### src/csb_pkg.sv
package csb_pkg;

   // Sizes of the blit geometry
   localparam int MAX_DIM     = 4096;
   localparam int DIM_WIDTH   = 13;
   localparam int POS_WIDTH   = 14;
   localparam int ADDR_WIDTH  = 24;
   localparam int PIXEL_WIDTH = 32;
   localparam int RGB_WIDTH   = 24;

   // Queue sizes between the parts
   localparam int CMD_DEPTH       = 8;
   localparam int CMD_PTR_WIDTH   = 3;
   localparam int CMD_COUNT_WIDTH = 4;
   localparam int RSP_DEPTH       = 4;
   localparam int RSP_PTR_WIDTH   = 2;
   localparam int RSP_COUNT_WIDTH = 3;

   // Register port
   localparam int CSR_INDEX_WIDTH = 3;
   localparam int CSR_DATA_WIDTH  = 14;

   typedef enum logic [CSR_INDEX_WIDTH-1:0] {
      CSR_SCREEN_WIDTH  = 3'd0,
      CSR_SCREEN_HEIGHT = 3'd1,
      CSR_SPRITE_WIDTH  = 3'd2,
      CSR_SPRITE_HEIGHT = 3'd3,
      CSR_POS_X         = 3'd4,
      CSR_POS_Y         = 3'd5
   } csr_index_type;

   // Item kinds
   localparam logic KIND_START = 1'b0;
   localparam logic KIND_PIXEL = 1'b1;

   typedef struct packed {
      logic                   kind;
      logic [PIXEL_WIDTH-1:0] source_pixel;
      logic [PIXEL_WIDTH-1:0] dest_pixel;
   } req_type;

   typedef struct packed {
      logic [ADDR_WIDTH-1:0] dest_address;
      logic [ADDR_WIDTH-1:0] source_index;
      logic [RGB_WIDTH-1:0]  blended_pixel;
      logic                  last_pixel;
      logic                  no_blit;
   } rsp_type;

   typedef struct packed {
      logic [DIM_WIDTH-1:0]        screen_width;
      logic [DIM_WIDTH-1:0]        screen_height;
      logic [DIM_WIDTH-1:0]        sprite_width;
      logic [DIM_WIDTH-1:0]        sprite_height;
      logic signed [POS_WIDTH-1:0] pos_x;
      logic signed [POS_WIDTH-1:0] pos_y;
   } cfg_type;

   // One entry of the queue between front and back
   typedef struct packed {
      logic                   kind;
      logic                   empty_clip;
      logic [DIM_WIDTH-1:0]   visible_width;
      logic [DIM_WIDTH-1:0]   visible_height;
      logic [ADDR_WIDTH-1:0]  dest_row_base;
      logic [ADDR_WIDTH-1:0]  source_row_base;
      logic [PIXEL_WIDTH-1:0] source_pixel;
      logic [PIXEL_WIDTH-1:0] dest_pixel;
   } cmd_type;

   // Clamp a size register to the largest supported dimension
   function automatic logic [DIM_WIDTH-1:0] sat_dim(input logic [DIM_WIDTH-1:0] v);
      logic [DIM_WIDTH-1:0] r;
      r = (v > DIM_WIDTH'(MAX_DIM)) ? DIM_WIDTH'(MAX_DIM) : v;
      return r;
   endfunction

endpackage

### src/clipped_alpha_sprite_blit_core.sv
// Alpha-blended sprite blit with screen clipping. Both sides behave as queues:
// one item is taken per clock while full is low, and one result can be taken per
// clock while empty is low. A start item costs no result; it clips the sprite in
// two front stages (clip, then the row-base multiplies) and loads the walk state
// when it reaches the back. Each pixel item gives one result, which passes through
// two front stages, the command queue, the walk and product stage, then the
// divide-by-255 stage into a four-entry result queue.
// Throughput is one item per clock for as long as results are taken; full rises
// once eight items sit between the input and the back end. Registers are sampled
// at a start's transfer; the row steps use the width registers as they stand.
module clipped_alpha_sprite_blit_core
   import csb_pkg::*;
(
   input  logic                       clock,
   input  logic                       reset,
   input  logic                       push,
   output logic                       full,
   input  req_type                    req_data,
   output logic                       empty,
   input  logic                       pop,
   output rsp_type                    rsp_data,
   input  logic                       csr_write,
   input  logic [CSR_INDEX_WIDTH-1:0] csr_index,
   input  logic [CSR_DATA_WIDTH-1:0]  csr_data
);

   cfg_type                    cfg;
   logic                       cmd_push;
   logic                       cmd_pop;
   cmd_type                    cmd_in_data;
   cmd_type                    cmd_head;
   logic [CMD_COUNT_WIDTH-1:0] cmd_count;

   csb_csr u_csr (
      .clock     (clock),
      .reset     (reset),
      .csr_write (csr_write),
      .csr_index (csr_index),
      .csr_data  (csr_data),
      .cfg       (cfg)
   );

   csb_front u_front (
      .clock     (clock),
      .reset     (reset),
      .cfg       (cfg),
      .push      (push),
      .full      (full),
      .req_data  (req_data),
      .cmd_count (cmd_count),
      .cmd_push  (cmd_push),
      .cmd_data  (cmd_in_data)
   );

   csb_cmd_queue u_cmd_queue (
      .clock     (clock),
      .reset     (reset),
      .push      (cmd_push),
      .push_data (cmd_in_data),
      .pop       (cmd_pop),
      .head      (cmd_head),
      .count     (cmd_count)
   );

   csb_back u_back (
      .clock     (clock),
      .reset     (reset),
      .cfg       (cfg),
      .head      (cmd_head),
      .cmd_count (cmd_count),
      .cmd_pop   (cmd_pop),
      .pop       (pop),
      .empty     (empty),
      .rsp_data  (rsp_data)
   );

endmodule

### src/csb_csr.sv
module csb_csr
   import csb_pkg::*;
(
   input  logic                       clock,
   input  logic                       reset,
   input  logic                       csr_write,
   input  logic [CSR_INDEX_WIDTH-1:0] csr_index,
   input  logic [CSR_DATA_WIDTH-1:0]  csr_data,
   output cfg_type                    cfg
);

   cfg_type cfg_ff, cfg_in;

   // Decode the register write
   always_comb begin
      cfg_in = cfg_ff;
      if (csr_write) begin
         case (csr_index)
            CSR_SCREEN_WIDTH:  cfg_in.screen_width  = csr_data[DIM_WIDTH-1:0];
            CSR_SCREEN_HEIGHT: cfg_in.screen_height = csr_data[DIM_WIDTH-1:0];
            CSR_SPRITE_WIDTH:  cfg_in.sprite_width  = csr_data[DIM_WIDTH-1:0];
            CSR_SPRITE_HEIGHT: cfg_in.sprite_height = csr_data[DIM_WIDTH-1:0];
            CSR_POS_X:         cfg_in.pos_x         = csr_data[POS_WIDTH-1:0];
            CSR_POS_Y:         cfg_in.pos_y         = csr_data[POS_WIDTH-1:0];
            default:           cfg_in = cfg_ff;
         endcase
      end
   end

   always_ff @(posedge clock) begin
      if (reset) begin
         cfg_ff.screen_width  <= DIM_WIDTH'(640);
         cfg_ff.screen_height <= DIM_WIDTH'(480);
         cfg_ff.sprite_width  <= DIM_WIDTH'(1);
         cfg_ff.sprite_height <= DIM_WIDTH'(1);
         cfg_ff.pos_x         <= '0;
         cfg_ff.pos_y         <= '0;
      end else begin
         cfg_ff <= cfg_in;
      end
   end

   assign cfg = cfg_ff;

endmodule

### src/csb_front.sv
module csb_front
   import csb_pkg::*;
(
   input  logic                       clock,
   input  logic                       reset,
   input  cfg_type                    cfg,
   input  logic                       push,
   output logic                       full,
   input  req_type                    req_data,
   input  logic [CMD_COUNT_WIDTH-1:0] cmd_count,
   output logic                       cmd_push,
   output cmd_type                    cmd_data
);

   typedef struct packed {
      logic                   kind;
      logic [PIXEL_WIDTH-1:0] source_pixel;
      logic [PIXEL_WIDTH-1:0] dest_pixel;
      logic                   empty_clip;
      logic [DIM_WIDTH-1:0]   visible_width;
      logic [DIM_WIDTH-1:0]   visible_height;
      logic [11:0]            dest_row_off;
      logic [DIM_WIDTH-1:0]   dest_pitch;
      logic [11:0]            dest_col;
      logic [11:0]            source_row_off;
      logic [DIM_WIDTH-1:0]   source_pitch;
      logic [11:0]            source_col;
   } clip_stage_type;

   typedef struct packed {
      logic                   kind;
      logic [PIXEL_WIDTH-1:0] source_pixel;
      logic [PIXEL_WIDTH-1:0] dest_pixel;
      logic                   empty_clip;
      logic [DIM_WIDTH-1:0]   visible_width;
      logic [DIM_WIDTH-1:0]   visible_height;
      logic [24:0]            dest_product;
      logic [24:0]            source_product;
      logic [11:0]            dest_col;
      logic [11:0]            source_col;
   } mul_stage_type;

   logic                 accept;
   logic                 clip_valid_ff, clip_valid_in;
   logic                 mul_valid_ff, mul_valid_in;
   clip_stage_type       clip_ff, clip_in;
   mul_stage_type        mul_ff, mul_in;
   logic [CMD_COUNT_WIDTH:0] occupancy;

   logic [DIM_WIDTH-1:0] sw, sh, w, h;
   logic signed [15:0]   x, y, sw_s, sh_s, w_s, h_s, xw, yh;
   logic signed [15:0]   left, right, bottom, top;
   logic signed [15:0]   width_diff, height_diff, dest_row_diff, source_row_diff, source_col_diff;

   // Credit: every item in the front or the queue owns a queue slot
   assign occupancy = (CMD_COUNT_WIDTH+1)'(cmd_count) + (CMD_COUNT_WIDTH+1)'(clip_valid_ff)
                      + (CMD_COUNT_WIDTH+1)'(mul_valid_ff);
   assign full   = occupancy >= (CMD_COUNT_WIDTH+1)'(CMD_DEPTH);
   assign accept = push && !full;

   // Clip the sprite rectangle against the screen
   always_comb begin
      sw   = sat_dim(cfg.screen_width);
      sh   = sat_dim(cfg.screen_height);
      w    = sat_dim(cfg.sprite_width);
      h    = sat_dim(cfg.sprite_height);
      x    = {{2{cfg.pos_x[POS_WIDTH-1]}}, cfg.pos_x};
      y    = {{2{cfg.pos_y[POS_WIDTH-1]}}, cfg.pos_y};
      sw_s = {3'b000, sw};
      sh_s = {3'b000, sh};
      w_s  = {3'b000, w};
      h_s  = {3'b000, h};
      xw   = x + w_s;
      yh   = y + h_s;
      left   = (x > 16'sd0) ? x : 16'sd0;
      right  = (xw < sw_s) ? xw : sw_s;
      bottom = (y > 16'sd0) ? y : 16'sd0;
      top    = (yh < sh_s) ? yh : sh_s;
      width_diff      = right - left;
      height_diff     = top - bottom;
      dest_row_diff   = sh_s - top;
      source_row_diff = top - 16'sd1 - y;
      source_col_diff = left - x;

      clip_in.kind           = req_data.kind;
      clip_in.source_pixel   = req_data.source_pixel;
      clip_in.dest_pixel     = req_data.dest_pixel;
      clip_in.empty_clip     = (right <= left) || (top <= bottom);
      clip_in.visible_width  = width_diff[DIM_WIDTH-1:0];
      clip_in.visible_height = height_diff[DIM_WIDTH-1:0];
      clip_in.dest_row_off   = dest_row_diff[11:0];
      clip_in.dest_pitch     = sw;
      clip_in.dest_col       = left[11:0];
      clip_in.source_row_off = source_row_diff[11:0];
      clip_in.source_pitch   = w;
      clip_in.source_col     = source_col_diff[11:0];
   end

   // Row base products
   always_comb begin
      mul_in.kind           = clip_ff.kind;
      mul_in.source_pixel   = clip_ff.source_pixel;
      mul_in.dest_pixel     = clip_ff.dest_pixel;
      mul_in.empty_clip     = clip_ff.empty_clip;
      mul_in.visible_width  = clip_ff.visible_width;
      mul_in.visible_height = clip_ff.visible_height;
      mul_in.dest_product   = 25'(clip_ff.dest_row_off) * 25'(clip_ff.dest_pitch);
      mul_in.source_product = 25'(clip_ff.source_row_off) * 25'(clip_ff.source_pitch);
      mul_in.dest_col       = clip_ff.dest_col;
      mul_in.source_col     = clip_ff.source_col;
   end

   assign clip_valid_in = accept;
   assign mul_valid_in  = clip_valid_ff;

   always_ff @(posedge clock) begin
      if (reset) begin
         clip_valid_ff <= 1'b0;
         mul_valid_ff  <= 1'b0;
      end else begin
         clip_valid_ff <= clip_valid_in;
         mul_valid_ff  <= mul_valid_in;
      end
   end

   always_ff @(posedge clock) begin
      clip_ff <= clip_in;
      mul_ff  <= mul_in;
   end

   // Final offsets and transfer into the queue
   always_comb begin
      cmd_data.kind            = mul_ff.kind;
      cmd_data.empty_clip      = mul_ff.empty_clip;
      cmd_data.visible_width   = mul_ff.visible_width;
      cmd_data.visible_height  = mul_ff.visible_height;
      cmd_data.dest_row_base   = mul_ff.dest_product[ADDR_WIDTH-1:0]
                                 + ADDR_WIDTH'(mul_ff.dest_col);
      cmd_data.source_row_base = mul_ff.source_product[ADDR_WIDTH-1:0]
                                 + ADDR_WIDTH'(mul_ff.source_col);
      cmd_data.source_pixel    = mul_ff.source_pixel;
      cmd_data.dest_pixel      = mul_ff.dest_pixel;
   end

   assign cmd_push = mul_valid_ff;

endmodule

### src/csb_cmd_queue.sv
module csb_cmd_queue
   import csb_pkg::*;
(
   input  logic                       clock,
   input  logic                       reset,
   input  logic                       push,
   input  cmd_type                    push_data,
   input  logic                       pop,
   output cmd_type                    head,
   output logic [CMD_COUNT_WIDTH-1:0] count
);

   cmd_type                    mem_ff [CMD_DEPTH];
   logic [CMD_PTR_WIDTH-1:0]   wr_ptr_ff, wr_ptr_in;
   logic [CMD_PTR_WIDTH-1:0]   rd_ptr_ff, rd_ptr_in;
   logic [CMD_COUNT_WIDTH-1:0] count_ff, count_in;

   // Pointer and fill bookkeeping; the front never pushes without a free slot
   always_comb begin
      wr_ptr_in = push ? wr_ptr_ff + CMD_PTR_WIDTH'(1) : wr_ptr_ff;
      rd_ptr_in = pop  ? rd_ptr_ff + CMD_PTR_WIDTH'(1) : rd_ptr_ff;
      count_in  = count_ff + CMD_COUNT_WIDTH'(push) - CMD_COUNT_WIDTH'(pop);
   end

   always_ff @(posedge clock) begin
      if (reset) begin
         wr_ptr_ff <= '0;
         rd_ptr_ff <= '0;
         count_ff  <= '0;
      end else begin
         wr_ptr_ff <= wr_ptr_in;
         rd_ptr_ff <= rd_ptr_in;
         count_ff  <= count_in;
      end
   end

   always_ff @(posedge clock) begin
      if (push) begin
         mem_ff[wr_ptr_ff] <= push_data;
      end
   end

   assign head  = mem_ff[rd_ptr_ff];
   assign count = count_ff;

endmodule

### src/csb_back.sv
module csb_back
   import csb_pkg::*;
(
   input  logic                       clock,
   input  logic                       reset,
   input  cfg_type                    cfg,
   input  cmd_type                    head,
   input  logic [CMD_COUNT_WIDTH-1:0] cmd_count,
   output logic                       cmd_pop,
   input  logic                       pop,
   output logic                       empty,
   output rsp_type                    rsp_data
);

   typedef struct packed {
      logic [ADDR_WIDTH-1:0] dest_address;
      logic [ADDR_WIDTH-1:0] source_index;
      logic                  last_pixel;
      logic                  no_blit;
      logic [2:0][15:0]      source_product;
      logic [2:0][15:0]      dest_product;
   } blend_stage_type;

   // floor(sum / 255) for sums below 65280 (255 * 256)
   function automatic logic [7:0] div255(input logic [15:0] a, input logic [15:0] b);
      logic [15:0] sum;
      logic [16:0] t;
      sum = a + b;
      t   = 17'(sum) + 17'd1 + 17'(sum[15:8]);
      return t[15:8];
   endfunction

   // Blit walk state
   logic                  active_ff, active_in;
   logic [11:0]           column_ff, column_in;
   logic [11:0]           row_ff, row_in;
   logic [DIM_WIDTH-1:0]  vis_w_ff, vis_w_in;
   logic [DIM_WIDTH-1:0]  vis_h_ff, vis_h_in;
   logic [ADDR_WIDTH-1:0] dest_base_ff, dest_base_in;
   logic [ADDR_WIDTH-1:0] source_base_ff, source_base_in;

   logic                  blend_valid_ff, blend_valid_in;
   blend_stage_type       blend_ff, blend_in;

   // Result queue
   rsp_type                    rsp_mem_ff [RSP_DEPTH];
   logic [RSP_PTR_WIDTH-1:0]   rsp_wr_ff, rsp_wr_in;
   logic [RSP_PTR_WIDTH-1:0]   rsp_rd_ff, rsp_rd_in;
   logic [RSP_COUNT_WIDTH-1:0] rsp_count_ff, rsp_count_in;
   logic [RSP_COUNT_WIDTH-1:0] rsp_occupancy;
   rsp_type                    rsp_push_data;
   logic                       rsp_pop_ok;

   logic       column_end, row_end, pixel_pop, start_pop;
   logic [7:0] alpha, alpha_inv;

   // Take a command when the result side has a slot reserved for it
   assign rsp_occupancy = rsp_count_ff + RSP_COUNT_WIDTH'(blend_valid_ff);
   assign cmd_pop   = (cmd_count != '0) && (rsp_occupancy < RSP_COUNT_WIDTH'(RSP_DEPTH));
   assign pixel_pop = cmd_pop && (head.kind == KIND_PIXEL);
   assign start_pop = cmd_pop && (head.kind == KIND_START);

   assign column_end = ({1'b0, column_ff} + DIM_WIDTH'(1)) >= vis_w_ff;
   assign row_end    = ({1'b0, row_ff} + DIM_WIDTH'(1)) >= vis_h_ff;

   // Walk the visible rectangle
   always_comb begin
      active_in      = active_ff;
      column_in      = column_ff;
      row_in         = row_ff;
      vis_w_in       = vis_w_ff;
      vis_h_in       = vis_h_ff;
      dest_base_in   = dest_base_ff;
      source_base_in = source_base_ff;
      if (start_pop) begin
         active_in = !head.empty_clip;
         column_in = '0;
         row_in    = '0;
         vis_w_in  = head.visible_width;
         vis_h_in  = head.visible_height;
         if (!head.empty_clip) begin
            dest_base_in   = head.dest_row_base;
            source_base_in = head.source_row_base;
         end
      end else if (pixel_pop && active_ff) begin
         if (column_end) begin
            column_in = '0;
            if (row_end) begin
               row_in    = '0;
               active_in = 1'b0;
            end else begin
               row_in         = row_ff + 12'd1;
               dest_base_in   = dest_base_ff + ADDR_WIDTH'(sat_dim(cfg.screen_width));
               source_base_in = source_base_ff - ADDR_WIDTH'(sat_dim(cfg.sprite_width));
            end
         end else begin
            column_in = column_ff + 12'd1;
         end
      end
   end

   // Addresses and blend products for the popped pixel
   always_comb begin
      alpha     = head.source_pixel[31:24];
      alpha_inv = 8'd255 - alpha;
      blend_in.no_blit = !active_ff;
      if (active_ff) begin
         blend_in.dest_address = dest_base_ff + ADDR_WIDTH'(column_ff);
         blend_in.source_index = source_base_ff + ADDR_WIDTH'(column_ff);
         blend_in.last_pixel   = column_end && row_end;
      end else begin
         blend_in.dest_address = '0;
         blend_in.source_index = '0;
         blend_in.last_pixel   = 1'b0;
      end
      for (int c = 0; c < 3; c++) begin
         if (active_ff) begin
            blend_in.source_product[c] = 16'(alpha) * 16'(head.source_pixel[8*c +: 8]);
            blend_in.dest_product[c]   = 16'(alpha_inv) * 16'(head.dest_pixel[8*c +: 8]);
         end else begin
            blend_in.source_product[c] = '0;
            blend_in.dest_product[c]   = '0;
         end
      end
   end

   assign blend_valid_in = pixel_pop;

   // Sum and scale each channel into the result
   always_comb begin
      rsp_push_data.dest_address  = blend_ff.dest_address;
      rsp_push_data.source_index  = blend_ff.source_index;
      rsp_push_data.last_pixel    = blend_ff.last_pixel;
      rsp_push_data.no_blit       = blend_ff.no_blit;
      rsp_push_data.blended_pixel = {
         div255(blend_ff.source_product[2], blend_ff.dest_product[2]),
         div255(blend_ff.source_product[1], blend_ff.dest_product[1]),
         div255(blend_ff.source_product[0], blend_ff.dest_product[0])};
   end

   // Result queue bookkeeping
   assign rsp_pop_ok = pop && (rsp_count_ff != '0);
   always_comb begin
      rsp_wr_in    = blend_valid_ff ? rsp_wr_ff + RSP_PTR_WIDTH'(1) : rsp_wr_ff;
      rsp_rd_in    = rsp_pop_ok ? rsp_rd_ff + RSP_PTR_WIDTH'(1) : rsp_rd_ff;
      rsp_count_in = rsp_count_ff + RSP_COUNT_WIDTH'(blend_valid_ff)
                     - RSP_COUNT_WIDTH'(rsp_pop_ok);
   end

   always_ff @(posedge clock) begin
      if (reset) begin
         active_ff      <= 1'b0;
         column_ff      <= '0;
         row_ff         <= '0;
         vis_w_ff       <= '0;
         vis_h_ff       <= '0;
         dest_base_ff   <= '0;
         source_base_ff <= '0;
         blend_valid_ff <= 1'b0;
         rsp_wr_ff      <= '0;
         rsp_rd_ff      <= '0;
         rsp_count_ff   <= '0;
      end else begin
         active_ff      <= active_in;
         column_ff      <= column_in;
         row_ff         <= row_in;
         vis_w_ff       <= vis_w_in;
         vis_h_ff       <= vis_h_in;
         dest_base_ff   <= dest_base_in;
         source_base_ff <= source_base_in;
         blend_valid_ff <= blend_valid_in;
         rsp_wr_ff      <= rsp_wr_in;
         rsp_rd_ff      <= rsp_rd_in;
         rsp_count_ff   <= rsp_count_in;
      end
   end

   always_ff @(posedge clock) begin
      blend_ff <= blend_in;
      if (blend_valid_ff) begin
         rsp_mem_ff[rsp_wr_ff] <= rsp_push_data;
      end
   end

   assign empty    = (rsp_count_ff == '0);
   assign rsp_data = rsp_mem_ff[rsp_rd_ff];

endmodule

### config.mk
export PLATFORM = sky130hd
export DESIGN_NAME = clipped_alpha_sprite_blit_core
export DESIGN_NICKNAME = d
export VERILOG_FILES = /design/src/csb_pkg.sv /design/src/clipped_alpha_sprite_blit_core.sv /design/src/csb_csr.sv /design/src/csb_front.sv /design/src/csb_cmd_queue.sv /design/src/csb_back.sv
export SDC_FILE = /design/constraint.sdc
export NUM_CORES = 2
export LEC_CHECK = 0
export BUFFER_PORTS_ARGS = -buffer_cell sky130_fd_sc_hd__buf_2
export CORE_MARGIN = 2
export CORE_UTILIZATION = 65
export DETAILED_ROUTE_END_ITERATION = 6
export GPL_TIMING_DRIVEN = 0
export PLACE_DENSITY_LB_ADDON = 0.05
export SLEW_MARGIN = 30
export SYNTH_ARGS = -nofsm -noshare
export SYNTH_HDL_FRONTEND = slang
export SYNTH_HIERARCHICAL = 1
export SYNTH_SLANG_ARGS = --single-unit
### constraint.sdc
create_clock -name clock -period 19.4 [get_ports clock]
set_input_delay 2.91 -clock clock [delete_from_list [all_inputs] [get_ports clock]]
set_output_delay 2.91 -clock clock [all_outputs]
set_load 0.02 [all_outputs]
==> impl_summary.md <==
GRT
The initial antenna violation count was 2. Global routing used about 33% of the available tracks. For this run the aggregate overflow at the end of global routing stands at 0.

The pin count of the biggest net entering global routing is 39. The first global-routing pass estimated a little over 400 mm of wire. The number of global-route vias before repair is 67256.

Clock tree
For this design, the sink count on the clock tree is 2016. The root cell of the clock tree is clkbuf_16. The number of H-tree branching levels is 4. The post-CTS clock slew at the launch and capture registers of the worst setup and hold paths is 70 ps. The TritonCTS clock tree is built. The post-cts sizing count is 0.

In this run the deepest clock path goes through 3 buffers. In this run, post-CTS hold repair placed 0 buffers. The insertion delay of the later-clocked pin in the worst-skew pair is 860 ps. The number of buffers created by CTS is 193. The number of buffers inserted to repair setup after CTS is 0.

Pwr
The share of total power dissipated in combinational logic is 58.5%. The power spent charging and discharging nets is 9.60 mW. The largest vdd supply drop is 0.487 mV. The cell area power density is about 190 nW/µm². Per report_power, the sequential group accounts for 23.8% of the total. The leakage power total is 46.3 nW. The clock share of power is 17.8%. The switching part of the total power is 42.6%. The internal power of the cells is 12.9 mW.

Status
The flow ran to the end, and the final reports show no timing, DRC or antenna violations.

Timing
Final hold analysis gives a worst-case slack of 279 ps. The worst-case setup margin in the final layout is 10940 ps. The setup TNS is 0 ps. At the pin with the least slew margin, the transition time is 1060 ps. Headroom to the max-slew limit came out at 29.5%. The maximum clock rate is 118 MHz. The number of pins with negative max-slew slack in the final report is 0. The final-report setup violation count is 0.

Setup repair after global routing left no endpoint under its margin. Dividing the final minimum period by the clock period gives 43.6%. The number of hold violations in the final report is 0.

Clock skew on the completed layout was measured at approximately 61 ps. The minimum clock period is 8460 ps.

Detailed routing
The amount of wire on met3 after detailed routing is 15.7 mm. The iteration count of the initial detailed-routing pass is 6. The DRC violations left is 0. The detail route stage leaves a number of antenna-violating nets equal to 0.

The highest layer touched by signal routing is met5. The routed layout has approximately 65000 vias. The amount of wire on met2 after detailed routing is 135 mm. For this block, the initial DRC count from the detailed router was 5409. The ratio of routed vias to standard cells is 6.01. Summed over all layers, the routed wires come to 267 mm.

In the final routed layout, each cell accounts on average for between 20 and 25 µm. For this block, wires on met1 add up to 102 mm.

Placed design
Routability-driven placement finished with a final weighted congestion of approximately 0.95. Summed over all nets, the half-perimeter wirelength after detailed placement is slightly below 200 mm. The post-detailed-placement cell area is 111000 µm². The pre-CTS worst setup slack is 11030 ps. Port buffering added 152 buffers.

Cells and area
In the final layout, the share of cells above drive strength 1 is between 15 and 20%. Relative to the synthesized area, the layout overhead comes to 11.9%. The area occupied by registers is between 50000 and 60000 µm². After routing the design area is 118000 µm². The total area of multi-input combinational cells is 46600 µm².

At the end of the flow, the number of nets in the layout was 9684. Counting the fill cells in the layout gives 10635.

Die
The die is 406 µm wide. The die covers 165000 µm². The region available for standard cell placement spans 161000 µm². 163 I/O pins were placed. The effective utilization at floorplan is 65.5%.

The vertical die dimension is 406 µm. The count of standard-cell rows is ~150.

Critical path
The largest incremental delay on the critical path is roughly 460 ps. The largest fanout on the critical path is 10. Data on the critical path is required at its endpoint by 20110 ps. The worst setup path is launched from a flop. The launching element of the worst setup path is u_csr/cfg[53]. The worst setup path is of the flop to flop kind.

The arrival time of the worst setup path is 9170 ps. The critical path capture point type is a flop. The critical-path cell with the highest stage delay is dfxtp_1. The critical register-to-register path startpoint is u_csr/cfg[53].

Min path
In this run the worst hold path is classified as flop to flop. The startpoint of the tightest hold check path is u_front/clip_ff[1].

Logic synthesis
The total number of yosys warnings is 6. The mapped cell area is 105000 µm². In the synthesized netlist, the number of instances is ~8100. The average size of a mapped cell is 13.1 µm².

Run
Across the run, the number of max-cap violations was 0.
==> final timing paths <==
kind / cells past startpoint / slack [ps] / to
setup / recovery: 32 / 10940 / u_front/clip_ff[99]
hold / removal: 0 / 280 / u_front/mul_ff[1]
setup reg to reg: 32 / 10940 / u_front/clip_ff[99]
hold reg to reg: 0 / 280 / u_front/mul_ff[1]
==> metal layers <==
layer / vias up / global-route usage, %
li1: 29403 / -
met1: 32969 / 40.4
met2: 2327 / 56.8
met3: 520 / 4.70
met4: 4 / 16.9
met5: - / 0
==> critical path, delay by kind of cell (launching register included) <==
family          cells  cell delay (ps)
flops               1              460
fa+ha+maj           6             1970
xor+xnor            1              200
simple gates        5             1110
mux                 1              420
compound gates     14             2980
buf+inv             5             1180
==> power by group through the flow <==
stage	combinational, mW	clock [mW]	sequential, mW
floorplan	9.86	0	5.32
global placement	12.8	0	5.44
detailed placement	13.0	0	5.43
CTS	13.2	4.05	5.34
global route	14.8	4.21	5.38
finish	13.2	4.00	5.35
==> sequential cells by signal, indices dropped and copies added (netlist names), 2 cells and up, named ones only <==
| register | flops |
|---|---|
| u_back/blend_ff | 146 |
| u_back/column_ff | 12 |
| u_back/dest_base_ff | 24 |
| u_back/row_ff | 12 |
| u_back/rsp_count_ff | 3 |
| u_back/rsp_mem_ff | 296 |
| u_back/rsp_rd_ff | 2 |
| u_back/rsp_wr_ff | 2 |
| u_back/source_base_ff | 24 |
| u_back/vis_h_ff | 13 |
| u_back/vis_w_ff | 13 |
| u_cmd_queue/count | 4 |
| u_cmd_queue/mem_ff | 1056 |
| u_cmd_queue/rd_ptr_ff | 3 |
| u_cmd_queue/wr_ptr_ff | 3 |
| u_csr/cfg | 80 |
| u_front/clip_ff | 158 |
| u_front/cmd_data | 84 |
| u_front/mul_ff | 72 |
==> stage by stage <==
| step | utilization (%) | power (mW) | std cells |
|---|---|---|---|
| floorplan | - | 15.2 | 8063 |
| global placement | 67.7 | 18.3 | 10375 |
| detailed placement | 69.0 | 18.5 | 10487 |
| CTS | 73.2 | 22.6 | 10854 |
| global route | 73.3 | 24.4 | 10855 |
| finish | 73.3 | 22.5 | 10858 |
==> placed cells by master, fill, tap and decap left out, types with 33 or more instances in the layout <==
master / instances
a211oi_1: 50
a21o_1: 94
a21oi_1: 277
and2_1: 294
and3_1: 46
buf_16: 52
buf_2: 194
buf_4: 127
buf_6: 33
clkbuf_1: 232
clkbuf_16: 198
dfxtp_1: 664
edfxtp_1: 1352
fa_1: 451
ha_1: 624
inv_1: 758
mux2_2: 150
mux2i_1: 92
mux4_2: 338
nand2_1: 572
nand2b_1: 198
nand3_1: 53
nor2_1: 317
nor2b_1: 238
nor3_1: 88
o211ai_1: 34
o21a_1: 52
o21ai_0: 145
xnor2_1: 211
xor2_1: 112
==> area by class of cell <==
class,count,area share (%)
buffer,385,1.72
inverter,759,2.42
sequential,2016,45.8
multi-input combinational,4903,39.6
tap,2160,2.29
clock inverter,123,1.38
clock buffer,244,4.45
timing repair buffer,264,2.38
antenna,4,0.00850
Note: power is estimated with default switching activity, not from simulation.
